$ cat src/rtl/lpfc_pkg.sv
// shared types and codes for the link path failover controller
// no dependencies; imported by link_path_failover_controller_unit
package lpfc_pkg;

  localparam int CountWidth = 8;
  localparam int CfgIndexWidth = 2;

  typedef logic [CountWidth-1:0] count_t;

  typedef enum logic [1:0] {
    PATH_DIRECT    = 2'd0,
    PATH_DISCOVERY = 2'd1,
    PATH_RELAY     = 2'd2
  } path_t;

  typedef enum logic [1:0] {
    ACT_DIRECT_RESULT = 2'd0,
    ACT_RELAY_READY   = 2'd1,
    ACT_RELAY_RESULT  = 2'd2,
    ACT_RECOVERY      = 2'd3
  } action_t;

  typedef enum logic {
    STATUS_ACCEPTED = 1'b0,
    STATUS_REJECTED = 1'b1
  } status_t;

  typedef enum logic [CfgIndexWidth-1:0] {
    REG_DIRECT_FAIL_LIMIT = 2'd0,
    REG_RECOVERY_LIMIT    = 2'd1,
    REG_RELAY_FAIL_LIMIT  = 2'd2,
    REG_UNUSED            = 2'd3
  } cfg_index_t;

  localparam count_t LimitReset = count_t'(3);
  localparam count_t CountMax   = '1;

  typedef struct packed {
    logic [1:0] action;
    logic       success;
  } in_item_t;

  typedef struct packed {
    logic       status;
    logic [1:0] path_state;
  } out_item_t;

endpackage

$ cat src/rtl/link_path_failover_controller_unit.sv
// link path failover controller: direct / discovery / relay-active selector
// depends on lpfc_pkg for payload structs, path and action codes
//
//  channel  | handshake             | payload
//  ---------+-----------------------+-------------------------------
//  in       | in_valid / in_ready   | in_data  (action, success)
//  out      | out_valid / out_ready | out_data (status, path_state)
//  cfg      | cfg_valid / cfg_ready | cfg_index, cfg_data (8 bits)
//
// one event per cycle while in_ready is high; its result is registered into the
// output register, or into the skid entry while the output register still waits.
// a two-entry result buffer (output register plus skid) lets a new event
// enter while a result still waits; in_ready drops only when both are full.
// synchronous reset restores direct path, zero counters and limits of 3.
// cfg_ready is always high; writes to an unused index are dropped.
module link_path_failover_controller_unit (
  input  logic              clk,
  input  logic              rst,
  input  logic              in_valid,
  output logic              in_ready,
  input  lpfc_pkg::in_item_t  in_data,
  output logic              out_valid,
  input  logic              out_ready,
  output lpfc_pkg::out_item_t out_data,
  input  logic              cfg_valid,
  output logic              cfg_ready,
  input  logic [lpfc_pkg::CfgIndexWidth-1:0] cfg_index,
  input  logic [lpfc_pkg::CountWidth-1:0]    cfg_data
);
  import lpfc_pkg::*;

  count_t direct_fail_limit;
  count_t recovery_limit;
  count_t relay_fail_limit;

  path_t  path_mode, path_mode_next;
  count_t direct_fail_count, direct_fail_count_next;
  count_t relay_fail_count, relay_fail_count_next;
  count_t recovery_count, recovery_count_next;
  status_t status_next;

  out_item_t skid_data;
  logic      skid_valid;

  logic   in_take, out_take, limits_ok;
  count_t direct_inc, relay_inc, recovery_inc;

  assign cfg_ready = 1'b1;
  assign in_ready  = !skid_valid;
  assign in_take   = in_valid && in_ready;
  assign out_take  = out_valid && out_ready;

  assign limits_ok = (direct_fail_limit != '0) && (recovery_limit != '0) &&
                     (relay_fail_limit != '0);

  assign direct_inc   = (direct_fail_count == CountMax) ? CountMax
                        : direct_fail_count + count_t'(1);
  assign relay_inc    = (relay_fail_count == CountMax) ? CountMax
                        : relay_fail_count + count_t'(1);
  assign recovery_inc = (recovery_count == CountMax) ? CountMax
                        : recovery_count + count_t'(1);

  always_comb begin
    path_mode_next         = path_mode;
    direct_fail_count_next = direct_fail_count;
    relay_fail_count_next  = relay_fail_count;
    recovery_count_next    = recovery_count;
    status_next            = STATUS_REJECTED;
    if (limits_ok) begin
      case (action_t'(in_data.action))
        ACT_DIRECT_RESULT: begin
          if (path_mode == PATH_DIRECT) begin
            status_next = STATUS_ACCEPTED;
            if (in_data.success) begin
              direct_fail_count_next = '0;
            end else if (direct_inc >= direct_fail_limit) begin
              path_mode_next         = PATH_DISCOVERY;
              direct_fail_count_next = '0;
            end else begin
              direct_fail_count_next = direct_inc;
            end
          end
        end
        ACT_RELAY_READY: begin
          if (path_mode == PATH_DISCOVERY) begin
            status_next = STATUS_ACCEPTED;
            if (in_data.success) begin
              path_mode_next        = PATH_RELAY;
              relay_fail_count_next = '0;
              recovery_count_next   = '0;
            end
          end
        end
        ACT_RELAY_RESULT: begin
          if (path_mode == PATH_RELAY) begin
            status_next = STATUS_ACCEPTED;
            if (in_data.success) begin
              relay_fail_count_next = '0;
            end else if (relay_inc >= relay_fail_limit) begin
              path_mode_next        = PATH_DISCOVERY;
              relay_fail_count_next = '0;
              recovery_count_next   = '0;
            end else begin
              relay_fail_count_next = relay_inc;
            end
          end
        end
        default: begin
          if (path_mode == PATH_RELAY || path_mode == PATH_DISCOVERY) begin
            status_next = STATUS_ACCEPTED;
            if (!in_data.success) begin
              recovery_count_next = '0;
            end else if (recovery_inc >= recovery_limit) begin
              path_mode_next        = PATH_DIRECT;
              recovery_count_next   = '0;
              relay_fail_count_next = '0;
            end else begin
              recovery_count_next = recovery_inc;
            end
          end
        end
      endcase
    end
  end

  // limit registers
  always_ff @(posedge clk) begin
    if (rst) begin
      direct_fail_limit <= LimitReset;
      recovery_limit    <= LimitReset;
      relay_fail_limit  <= LimitReset;
    end else if (cfg_valid && cfg_ready) begin
      case (cfg_index_t'(cfg_index))
        REG_DIRECT_FAIL_LIMIT: direct_fail_limit <= cfg_data;
        REG_RECOVERY_LIMIT:    recovery_limit    <= cfg_data;
        REG_RELAY_FAIL_LIMIT:  relay_fail_limit  <= cfg_data;
        default: ;
      endcase
    end
  end

  // path state and counters
  always_ff @(posedge clk) begin
    if (rst) begin
      path_mode         <= PATH_DIRECT;
      direct_fail_count <= '0;
      relay_fail_count  <= '0;
      recovery_count    <= '0;
    end else if (in_take) begin
      path_mode         <= path_mode_next;
      direct_fail_count <= direct_fail_count_next;
      relay_fail_count  <= relay_fail_count_next;
      recovery_count    <= recovery_count_next;
    end
  end

  // result buffer: output register with a skid entry behind it
  always_ff @(posedge clk) begin
    if (rst) begin
      out_valid  <= 1'b0;
      skid_valid <= 1'b0;
    end else begin
      if (skid_valid) begin
        if (out_take) begin
          out_valid  <= 1'b1;
          skid_valid <= 1'b0;
        end
      end else if (in_take) begin
        if (out_valid && !out_take) begin
          skid_valid <= 1'b1;
        end else begin
          out_valid <= 1'b1;
        end
      end else if (out_take) begin
        out_valid <= 1'b0;
      end
    end
  end

  always_ff @(posedge clk) begin
    if (skid_valid) begin
      if (out_take) begin
        out_data <= skid_data;
      end
    end else if (in_take) begin
      if (out_valid && !out_take) begin
        skid_data.status     <= status_next;
        skid_data.path_state <= path_mode_next;
      end else begin
        out_data.status     <= status_next;
        out_data.path_state <= path_mode_next;
      end
    end
  end

endmodule

$ cat config.mk
export PLATFORM = sky130hd
export DESIGN_NAME = link_path_failover_controller_unit
export DESIGN_NICKNAME = d
export VERILOG_FILES = /design/src/rtl/lpfc_pkg.sv /design/src/rtl/link_path_failover_controller_unit.sv
export SDC_FILE = /design/constraint.sdc
export NUM_CORES = 1
export LEC_CHECK = 0
export ABC_CLOCK_PERIOD_IN_PS = 3310
export BUFFER_PORTS_ARGS = -buffer_cell sky130_fd_sc_hd__buf_4
export CORE_UTILIZATION = 27
export CTS_BUF_LIST = sky130_fd_sc_hd__clkbuf_16
export DETAILED_ROUTE_END_ITERATION = 7
export GPL_ROUTABILITY_DRIVEN = 0
export GPL_TIMING_DRIVEN = 0
export MAX_ROUTING_LAYER = met4
export PLACE_DENSITY = 0.46
export SYNTH_ARGS = -nofsm -noshare
export SYNTH_HDL_FRONTEND = slang
export SYNTH_SLANG_ARGS = --single-unit
$ cat constraint.sdc
create_clock -name clk -period 3.31 [get_ports clk]
set_input_delay 0.331 -clock clk [delete_from_list [all_inputs] [get_ports clk]]
set_output_delay 0.331 -clock clk [all_outputs]
set_load 0.01 [all_outputs]
==> out/metrics.json <==
{
  "run_status": {"value": "finished clean"},
  "whs_path_depth": {"value": 2},
  "design.core.area": {"value": 13930, "unit": "µm²"},
  "wire_per_inst": {"value": 14.06, "unit": "µm"},
  "worst_slew_margin": {"value": 0.5314},
  "pin_count_of_the_biggest_net_entering_global_routing": {"value": 11},
  "report.final.slew_viol_count": {"value": 0},
  "synthToLayoutAreaGrowth": {"value": 19.57, "unit": "%"},
  "cts_tree": {"value": "built"},
  "insertedDiodeCount": {"value": 0},
  "timing.critical_path.from_type": {"value": "flip-flop"},
  "syn_nets": {"value": 524},
  "layout_cell_share_with_drive_strength_beyond_1": {"value": 0.1316},
  "cts_htree_levels": {"value": 3},
  "port_buffers": {"value": 21},
  "first_iter_violations": {"value": 177},
  "detail_route.drc_violations": {"value": 0},
  "finalWirelength": {"value": 9688, "unit": "µm"},
  "ys_warns": {"value": 0},
  "setup_failing_eps_final": {"value": 0},
  "total_chip_power": {"value": 1803, "unit": "µW"},
  "synth.most_common_cell": {"value": "sky130_fd_sc_hd__nor2_1"},
  "static-leakage-power": {"value": 0.001903, "unit": "µW"},
  "timing.rr.start": {"value": "relay_fail_count[0]"},
  "synthCells": {"value": 472},
  "antenna_found_initial": {"value": 0},
  "hold_ws": {"value": 0.2025, "unit": "ns"},
  "grt_overflow": {"value": 0},
  "layout.area.seq": {"value": 1221, "unit": "µm²"},
  "hold_path_sink": {"value": "skid_valid"},
  "tightest_slew": {"value": 0.7015, "unit": "ns"},
  "fin_worst_skew": {"value": 0.006722, "unit": "ns"},
  "multiInputGateArea": {"value": 2504, "unit": "µm²"},
  "finalWorstPathRequiredPeriod": {"value": 3.112, "unit": "ns"},
  "worstPathRequired": {"value": 3.56, "unit": "ns"},
  "yosys_register_bits": {"value": 58},
  "clock-sinks": {"value": 58},
  "clock_insertion_delay_worst_skew": {"value": 0.33, "unit": "ns"},
  "place_worst_setup_slack": {"value": -0.3051, "unit": "ns"},
  "rows": {"value": 43},
  "worst-r2r-cell-count": {"value": 11},
  "cts-buffers-inserted": {"value": 9},
  "final_min_period_over_clock_period": {"value": 0.9402},
  "global_route.usage.total": {"value": 0.1499},
  "synth.cell_area": {"value": 3867, "unit": "µm²"},
  "floorplan.io_pins": {"value": 24},
  "cts.root.buffer_cell": {"value": "sky130_fd_sc_hd__clkbuf_16"},
  "yosys-top-cells-area": {"value": "sky130_fd_sc_hd__dfxtp_1 27%, sky130_fd_sc_hd__ha_1 11%, sky130_fd_sc_hd__mux2i_1 5.7%"},
  "via_count": {"value": 3362},
  "floorplan.die.width": {"value": 121.7, "unit": "µm"},
  "nFillCells": {"value": 1419},
  "final_antenna_net_count": {"value": 0},
  "hpwlAfterDp": {"value": 7427, "unit": "µm"},
  "layout.nets": {"value": 557},
  "synth_flop_cell": {"value": "sky130_fd_sc_hd__dfxtp_1"},
  "die-area": {"value": 14810, "unit": "µm²"},
  "rr_endpoint": {"value": "relay_fail_count[2]"},
  "drtPass1Iterations": {"value": 4},
  "synth_area_per_cell": {"value": 8.194, "unit": "µm²"},
  "timing.critical_path.arrival": {"value": 3.36, "unit": "ns"},
  "worstSetupPathType": {"value": "reg2reg"},
  "sequential_area_share_after_synthesis": {"value": 0.3158},
  "cts_max_path_buffers": {"value": 2},
  "max_ir_drop_vdd": {"value": 0.2311, "unit": "mV"},
  "grt_first_pass_wirelength": {"value": 16460, "unit": "µm"},
  "reg2reg_slack": {"value": 0.20, "unit": "ns"},
  "min_path_type": {"value": "in2reg"},
  "synth.lib_cells_used.distinct": {"value": 57},
  "avgViaCountPerCell": {"value": 4.880},
  "grt_setup_unrepaired": {"value": "no"},
  "synthArstFlopShare": {"value": 0},
  "endpoint_kind": {"value": "flip-flop"},
  "total_count_of_hold_check_failures_in_the_final_report": {"value": 0},
  "holdBufCountCts": {"value": 0},
  "die_h": {"value": 121.7, "unit": "µm"},
  "clkTransAtPathRegs": {"value": 0.05, "unit": "ns"},
  "cap_violations": {"value": 0},
  "synth_top_cell_area_share": {"value": 0.2692},
  "synth_enable_flop_cells": {"value": 6},
  "power-per-cell-area": {"value": 390.0, "unit": "nW/µm²"},
  "grt_pass1_vias": {"value": 3297},
  "max_clock_freq": {"value": 321.3, "unit": "MHz"},
  "post-route-worst-setup-slack": {"value": 0.1981, "unit": "ns"},
  "layout.core_utilization": {"value": 0.3319},
  "most_frequent_cells_after_synthesis": {"value": "55 x sky130_fd_sc_hd__nor2_1, 52 x sky130_fd_sc_hd__dfxtp_1, 48 x sky130_fd_sc_hd__nand2_1, 34 x sky130_fd_sc_hd__ha_1, 34 x sky130_fd_sc_hd__inv_1"},
  "start_util": {"value": 0.2775},
  "cp_max_fanout": {"value": 10},
  "synth.largest_area_cell": {"value": "sky130_fd_sc_hd__dfxtp_1"},
  "holdCritStartpoint": {"value": "out_ready"}
}
cell usage in the layout, fill, tap and decap left out, types with 6 or more instances in the layout:
cell / n
sky130_fd_sc_hd__clkbuf_1: 11
sky130_fd_sc_hd__a22oi_1: 10
sky130_fd_sc_hd__inv_1: 36
sky130_fd_sc_hd__xnor2_1: 6
sky130_fd_sc_hd__nand2_1: 48
sky130_fd_sc_hd__a31oi_1: 6
sky130_fd_sc_hd__mux2i_1: 22
sky130_fd_sc_hd__a21oi_1: 25
sky130_fd_sc_hd__nand3_1: 12
sky130_fd_sc_hd__buf_4: 23
sky130_fd_sc_hd__nor3_1: 7
sky130_fd_sc_hd__nand2b_1: 23
sky130_fd_sc_hd__ha_1: 33
sky130_fd_sc_hd__a211oi_1: 7
sky130_fd_sc_hd__edfxtp_1: 6
sky130_fd_sc_hd__o21ai_0: 12
sky130_fd_sc_hd__nor2b_1: 8
sky130_fd_sc_hd__dfxtp_1: 52
sky130_fd_sc_hd__nor2_1: 54
sky130_fd_sc_hd__clkbuf_16: 10
sky130_fd_sc_hd__nor4_1: 7
sky130_fd_sc_hd__and3_1: 9
cell families (layout without fill, tap and decap cells):
group,Yosys count,in the layout,share of synthesized area
AOI/OAI and AO/OA,103,103,0.1889
xor gates and xnor gates,9,9,0.02038
adders and majority gates,34,34,0.1100
buffers and inverters,53,90,0.05694
DFF,58,58,0.3158
muxes,24,24,0.06276
other,1,1,0.0009696
and+or+nand+nor,190,190,0.2443
where the power goes:
group	switching (µW)	leakage, µW	internal [µW]
Sequential	12.2	0.000480	728
Combinational	115	0.00128	85.5
Clock	327	0.000143	536
Total	453	0.00190	1350
per-stage QoR:
stage          instance area (µm²)  instances  TNS (ns)
6_report                      4624        689         0
5_1_grt                       4624        689         0
4_1_cts                       4571        690         0
3_5_place_dp                  4250        673    -3.708
3_3_place_gp                  4250        673    -2.583
2_1_floorplan                 3867        472         0
per-layer routing:
layer  wire length [µm]  global-route usage
met1               4686              0.1838
met2               4516              0.2369
met3                338             0.04120
met4                146             0.04938
met5                  0                   -
worst max-delay path, stage by stage (launching register included):
cell                       delay (ns)
sky130_fd_sc_hd__dfxtp_1         0.34
sky130_fd_sc_hd__ha_1            0.26
sky130_fd_sc_hd__and3_2          0.28
sky130_fd_sc_hd__nand3_1         0.15
sky130_fd_sc_hd__clkbuf_2        0.23
sky130_fd_sc_hd__nand2_1         0.08
sky130_fd_sc_hd__ha_1            0.29
sky130_fd_sc_hd__a211oi_1        0.22
sky130_fd_sc_hd__o21ai_1         0.14
sky130_fd_sc_hd__a2111o_1        0.56
sky130_fd_sc_hd__a31o_2          0.26
sky130_fd_sc_hd__a211oi_1        0.21
sequential cells by signal, indices dropped and copies added (netlist names):
register           cells
out_valid              1
skid_data              3
relay_fail_count       8
direct_fail_limit      8
out_data               3
recovery_count         8
relay_fail_limit       8
direct_fail_count      8
skid_valid             1
path_mode              2
recovery_limit         8
layout make-up:
class | instances | share of cell area
timing repair buffer | 23 | 0.04004
sequential | 58 | 0.2641
clock inverter | 5 | 0.004600
clock buffer | 10 | 0.05411
multi-input combinational | 361 | 0.5414
tap | 180 | 0.04870
inverter | 35 | 0.02841
buffer | 17 | 0.01867
how the worst max path moves through the flow:
stage | from | endpoint | slack, ns | depth (start not counted)
after floorplan | relay_fail_count[0] | relay_fail_count[2] | 0.37 | 12
after global placement | relay_fail_count[0] | out_data[0] | -0.25 | 13
after detailed placement | direct_fail_count[0] | out_data[0] | -0.31 | 13
after CTS | direct_fail_count[0] | direct_fail_count[7] | 0.01 | 13
after global routing | recovery_count[0] | relay_fail_count[1] | 0.007 | 13
final | relay_fail_count[0] | relay_fail_count[2] | 0.20 | 11
repair_timing:
action	4_1_cts	5_1_grt
hold endpoints to repair	0	0
gates resized for setup	6	10
pin swaps	2	2
buffers inserted	2	0
cloned	0	0
setup endpoints to repair	26	25
Note: power is estimated with default switching activity, not from simulation.
